==> src/hdl/bac_pkg.sv <==
// types, constants and constant tables for the barometric altitude converter
package bac_pkg;

   localparam int LOG_TABLE_ENTRIES = 256;
   localparam int LOG_IDX_W = $clog2(LOG_TABLE_ENTRIES);
   localparam int LOG_W = 17;
   localparam int POW_STEPS = 16;
   localparam int M_W = 31;

   localparam logic [17:0] EXP_COEF_Q20 = 18'd199544;
   localparam logic [22:0] P0_RESET = 23'd4150272;
   localparam logic [19:0] ALT_FULL_DM = 20'd443300;
   localparam logic [19:0] ALT_MIN_DM = 20'hE7960;
   localparam logic [27:0] ALT_SPAN_DM = 28'd543300;
   localparam logic [15:0] TEMP_OFFSET = 16'd4250;
   localparam logic [16:0] RECIP_THREE = 17'd43691;

   typedef logic [LOG_W-1:0] log_tab_type [0:LOG_TABLE_ENTRIES];
   typedef logic [M_W-1:0] root_tab_type [0:POW_STEPS-1];

   typedef struct packed {
      logic [23:0] pressure;
      logic [14:0] temperature;
      logic        invalid;
   } side_type;

   typedef struct packed {
      side_type          side;
      logic [M_W-1:0]    m;
      logic [15:0]       f;
      logic signed [7:0] ip;
   } chain_type;

   function automatic logic [63:0] isqrt64(input logic [63:0] v_in);
      logic [63:0] v;
      logic [63:0] r;
      logic [63:0] b;
      v = v_in;
      r = 64'd0;
      b = 64'd1 << 62;
      for (int i = 0; i < 32; i++) begin
         if (b > v) b = b >> 2;
      end
      for (int i = 0; i < 32; i++) begin
         if (b != 64'd0) begin
            if (v >= r + b) begin
               v = v - (r + b);
               r = (r >> 1) + b;
            end else begin
               r = r >> 1;
            end
            b = b >> 2;
         end
      end
      return r;
   endfunction

   function automatic logic [LOG_W-1:0] log2_bits(input logic [63:0] x_in);
      logic [63:0] x;
      logic [31:0] r;
      x = x_in;
      r = 32'd0;
      for (int k = 0; k < 17; k++) begin
         x = (x * x) >> 30;
         r = r << 1;
         if (x >= (64'd1 << 31)) begin
            r = r | 32'd1;
            x = x >> 1;
         end
      end
      r = (r + 32'd1) >> 1;
      return r[LOG_W-1:0];
   endfunction

   function automatic log_tab_type build_log_tab();
      log_tab_type t;
      for (int i = 0; i < LOG_TABLE_ENTRIES; i++) begin
         t[i] = log2_bits((64'd1 << 30) + ((64'(i) << 30) / LOG_TABLE_ENTRIES));
      end
      t[LOG_TABLE_ENTRIES] = LOG_W'(65536);
      return t;
   endfunction

   function automatic root_tab_type build_root_tab();
      root_tab_type t;
      logic [63:0] s;
      s = isqrt64(64'd1 << 61);
      t[0] = s[M_W-1:0];
      for (int k = 1; k < POW_STEPS; k++) begin
         s = isqrt64({33'd0, t[k-1]} << 30);
         t[k] = s[M_W-1:0];
      end
      return t;
   endfunction

   localparam log_tab_type LOG_TAB = build_log_tab();
   localparam root_tab_type ROOT_TAB = build_root_tab();

endpackage

==> src/hdl/bac_pow_cell.sv <==
// one cell of the power chain: conditional multiply by a root of two
module bac_pow_cell (
   input  logic                        clock,
   input  logic                        reset,
   input  logic                        en,
   input  logic                        in_valid,
   input  bac_pkg::chain_type          in_data,
   input  logic                        sel,
   input  logic [bac_pkg::M_W-1:0]     root,
   output logic                        out_valid,
   output bac_pkg::chain_type          out_data
);

   logic [61:0] prod;
   logic [61:0] rounded;
   bac_pkg::chain_type data_in;
   bac_pkg::chain_type data_ff;
   logic valid_ff;

   always_comb begin
      prod = 62'(in_data.m) * 62'(root);
      rounded = prod + (62'd1 << 29);
      data_in = in_data;
      if (sel) data_in.m = rounded[30 +: bac_pkg::M_W];
   end

   always_ff @(posedge clock) begin
      if (reset) begin
         valid_ff <= 1'b0;
      end else if (en) begin
         valid_ff <= in_valid;
      end
   end

   always_ff @(posedge clock) begin
      if (en) data_ff <= data_in;
   end

   assign out_valid = valid_ff;
   assign out_data = data_ff;

endmodule

==> config.mk <==
export PLATFORM = sky130hd
export DESIGN_NAME = bac_pow_cell
export DESIGN_NICKNAME = d
export VERILOG_FILES = /design/src/hdl/bac_pkg.sv /design/src/hdl/bac_pow_cell.sv
export SDC_FILE = /design/constraint.sdc
export NUM_CORES = 2
export LEC_CHECK = 0
export BUFFER_PORTS_ARGS = -buffer_cell sky130_fd_sc_hd__buf_2
export CORE_MARGIN = 4
export CORE_UTILIZATION = 55
export DETAILED_ROUTE_END_ITERATION = 12
export HOLD_SLACK_MARGIN = 0.05
export PLACE_DENSITY = 0.73
export SETUP_SLACK_MARGIN = 0.4
export SYNTH_ARGS = -nofsm -noshare
export SYNTH_HDL_FRONTEND = slang
export SYNTH_SLANG_ARGS = --single-unit
export TNS_END_PERCENT = 30
==> constraint.sdc <==
create_clock -name clock -period 17.4 [get_ports clock]
set_input_delay 0.87 -clock clock [delete_from_list [all_inputs] [get_ports clock]]
set_output_delay 0.87 -clock clock [all_outputs]
set_load 0.02 [all_outputs]
# [Yosys cells after proc, flatten, opt, wreduce, memory -nomap -nowiden]
# Index checks and enable logic that the tools add are counted.
[word_totals] output_inout_bits=96 reg_bits=96 rom_bits=0 word_cells=10 mem_count=0 ramBits=0 latchBits=0 input_bits=131
[op_classes] eq_ne=0 n_mul=1 addsub=1 magnitude_cmp=0 shifts=0 reduce_logical=0 n_div=0 bitwise_logic=0 n_mux=1
[ops] op="61-bit by 30-bit adder with 61-bit output (second input constant)" count=1
[ops] op="31-bit by 31-bit multiplier with 61-bit output" count=1
[ops] op="31-bit two-way mux" count=1

# [Longest topological paths before layout]
[logic_depth] depth_word=3 depth_mapped=31 mapped_depth_nobuf=29

# [Worst setup path before layout]
# Ideal clock, no wire load.
[synth_path] path_kind="input to register" from="in in_data[39] in the netlist's numbering" to="reg data_ff, in the netlist out_data[47] (data pin)" path_stages=26 path_buffers=1 arrival_time_ns=7.554 setup_time_ns=0.260 required_time_ns=17.140 path_slack_ns=9.586 cell_sequence="clkbuf_1 > and2_1 > fa_1 > fa_1 > inv_1 > fa_1 > fa_1 > inv_1 > fa_1 > fa_1 > fa_1 > inv_1 > fa_1 > inv_1 > ha_1 > a21oi_1 > o211ai_1 > a311oi_1 > and3b_1 > o31ai_2 > nand2_1 > a21oi_2 > o31a_2 > o21bai_1 > xor2_1 > mux2_2"
[synth_lines] item="start: declaration" line_no="bac_pow_cell.sv:7" rtl="input bac_pkg::chain_type in_data,"
[synth_lines] item="end signal: assignment" line_no="bac_pow_cell.sv:36" rtl="if (en) data_ff <= data_in;"
[synth_lines] item="end: declaration" line_no="bac_pow_cell.sv:17" rtl="bac_pkg::chain_type data_ff;"

==> results.md <==
- Initial antenna violation count: 4
- Yosys Warn Count: 0
- Post-route setup TNS: 0 ns
- HP Class: flip-flop to flip-flop
- Number of DRC markers in iteration 0: 1618
- Clock latency on the worst-skew pair: 0.35 ns
- HPWL after DPL: 71510 um
- Crit Path Class: input port to flip-flop
- Outcome: finished, final reports clean
- PortBufs: 226
- CTS root buffer: clkbuf_16
- Crit path max-delay cell type: buf_2
- Clock sinks: 96
- Async SR Flop Fraction: 0%
- Clock skew: 0 ns
- Crit-path max FO: 32
- Slew Viols, Final: 0
- Crit path DAT: 9.00 ns
- Clock buffer depth: 2
- Dpl cells: 4569
- Area of the core: 62170 sq um
- Pin count of the biggest net entering global routing: 72
- Num ports: 227
- GRT Total Usage: 28.82%
- Crit path launch type: input port
- Crit end category: flip-flop
- Synthesized area: 34800 sq um
- GP Congestion: 0.9385
- Routed via count: 25025
- FMAX: 112.5 MHz
- Max-slew headroom: 31.11%
- Final WL: 93710 um
- Seq/Total Area, Yosys: 8.254%
- CTS H-Tree Depth: 3
- Setup violators final: 0
- TritonCTS clock tree: yes
- GRT Residual Overflow: 0
- Layout cells sized above 1: 7.980%
- Syn avg cell area: 9.422 sq um
- Critical Path RT: 17.51 ns
- Syn_nets: 4934
- Post-Layout Cell Count: 4586
- Critical path's most frequent cell: fa_1
- WL/cell: 20.43 um
- Setup bufs post-CTS: 0
- Maxcap violations: 0
- First-pass DRT Iterations: 5
- Clock-pin slew on the worst setup and hold paths: 0.07 ns
- Residual DRC: 0
- RSZ-0062 raised after global routing: no
- CTS Hold Bufs: 0
- CTS-repair resized insts: 0
- Slew @ Worst Pin: 1.033 ns
- Flops & latches, synth: 96
- Gate Count Post-Synth: 3694
- Final #Nets: 4983
- Antenna-violating nets left: 0
- P&R area growth vs syn: 5.260%
- Vias/cell: 5.457
- Tcrit/Tclk final: 51.09%
- Number of global-route vias before repair: 27885
- Die W: 259.6 um
- Die area: 67370 sq um
- Post-synth EDFFs: 95
- Crit path largest cell delay: 0.71 ns
- Fin. Hold Viols: 0
- Rows: 91
- Min Tclk post-route: 8.890 ns
- Ys flop type: edfxtp_1
- CTS Buf Count: 9
- Die height: 259.6 um
- Number of distinct library cells after synthesis: 59
- Initial core utilization: 55.98%
- First-pass GRT wire length: 151500 um
==> placed cells by master (no fill, tap or decap), types with 2 or more instances in the layout <==
| cell | count |
|---|---|
| a211oi_1 | 4 |
| a21o_1 | 33 |
| a21oi_1 | 58 |
| a21oi_2 | 3 |
| a31oi_1 | 7 |
| and2_1 | 533 |
| and3_1 | 9 |
| buf_2 | 225 |
| buf_4 | 18 |
| clkbuf_16 | 9 |
| clkinv_2 | 2 |
| diode_2 | 2 |
| edfxtp_1 | 95 |
| fa_1 | 837 |
| ha_1 | 272 |
| inv_1 | 950 |
| mux2_2 | 27 |
| mux2i_1 | 2 |
| nand2_1 | 462 |
| nand2b_1 | 4 |
| nand3_1 | 14 |
| nand4_1 | 22 |
| nor2_1 | 26 |
| nor2b_1 | 8 |
| nor3_1 | 6 |
| o211ai_1 | 6 |
| o21a_1 | 2 |
| o21ai_0 | 17 |
| o21ai_1 | 10 |
| o21bai_1 | 12 |
| o31ai_1 | 5 |
| or3_1 | 3 |
| xnor2_1 | 20 |
| xor2_1 | 14 |
==> critical path: cells and delay by family <==
family,cells,cell delay (ns)
buffers and inverters,6,0.98
xor gates and xnor gates,1,0.14
adders and majority gates,9,4.21
and+or+nand+nor,3,0.76
muxes,1,0.26
AOI/OAI and AO/OA,7,1.74
==> layer usage <==
metal | track usage [%] | vias to the layer above | share of wire (%)
li1 | - | 10782 | -
met1 | 36.60 | 12973 | 38
met2 | 50.67 | 1023 | 51
met3 | 5.629 | 245 | 8.3
met4 | 7.960 | 2 | 3.4
met5 | 0.2193 | - | 0.015
==> registers in the layout, indices dropped and copies added, names as in the netlist <==
register	cells
out_data	95
out_valid	1
==> worst paths after layout <==
check / startpoint / endpoint / slack, ns / depth (start not counted)
max: in_data[34] / out_data[47]$_DFFE_PP_ / 8.51 / 27
min: out_valid$_SDFFE_PP0P_ / out_valid$_SDFFE_PP0P_ / 0.49 / 2
max reg2reg: out_valid$_SDFFE_PP0P_ / out_valid$_SDFFE_PP0P_ / 16.81 / 2
min reg2reg: out_valid$_SDFFE_PP0P_ / out_valid$_SDFFE_PP0P_ / 0.49 / 2
==> logic make-up after synthesis <==
family	share of synthesized area, %
adders and majority gates	57.92
xor gates and xnor gates	0.9024
buffers and inverters	12.48
muxes	0.9311
DFF	8.254
AOI/OAI and AO/OA	3.412
and+or+nand+nor	16.10
==> through the flow <==
step	setup slack (ns)	hold slack (ns)	utilization, %	cell area [sq um]
CTS	8.637	0.4950	58.92	36630
floorplan	9.586	0.5788	-	34800
global placement	8.336	0.4832	58.45	36330
finish	8.510	0.4926	58.93	36630
global route	8.291	0.5795	58.92	36630
detailed placement	8.273	0.4794	58.45	36330
==> cells in the mapped netlist (9+ instances only) <==
cell type,n,area share [%]
nor2_1,26,0.28
xor2_1,14,0.35
and3_1,9,0.16
o21ai_0,17,0.24
clkbuf_1,204,2.2
o21ai_1,10,0.14
xnor2_1,20,0.50
edfxtp_1,95,8.2
mux2_2,27,0.87
ha_1,272,9.8
o21bai_1,12,0.26
fa_1,837,48
inv_1,950,10
nand3_1,14,0.20
a21o_1,33,0.71
and2_1,533,9.6
a21oi_1,58,0.83
nand2_1,462,5.0
nand4_1,22,0.40
==> cell type report <==
cell class	instances	area, sq um
clock inverter	6	68.82
timing repair buffer	243	1261
tap	837	1047
clock buffer	9	225.2
inverter	950	3566
sequential	96	2873
multi-input combinational	2443	27590
antenna	2	5.005
fill	5466	25530
Power is not shown: default switching activity piles up to over one toggle a cycle in this logic, so the estimate is an artifact.
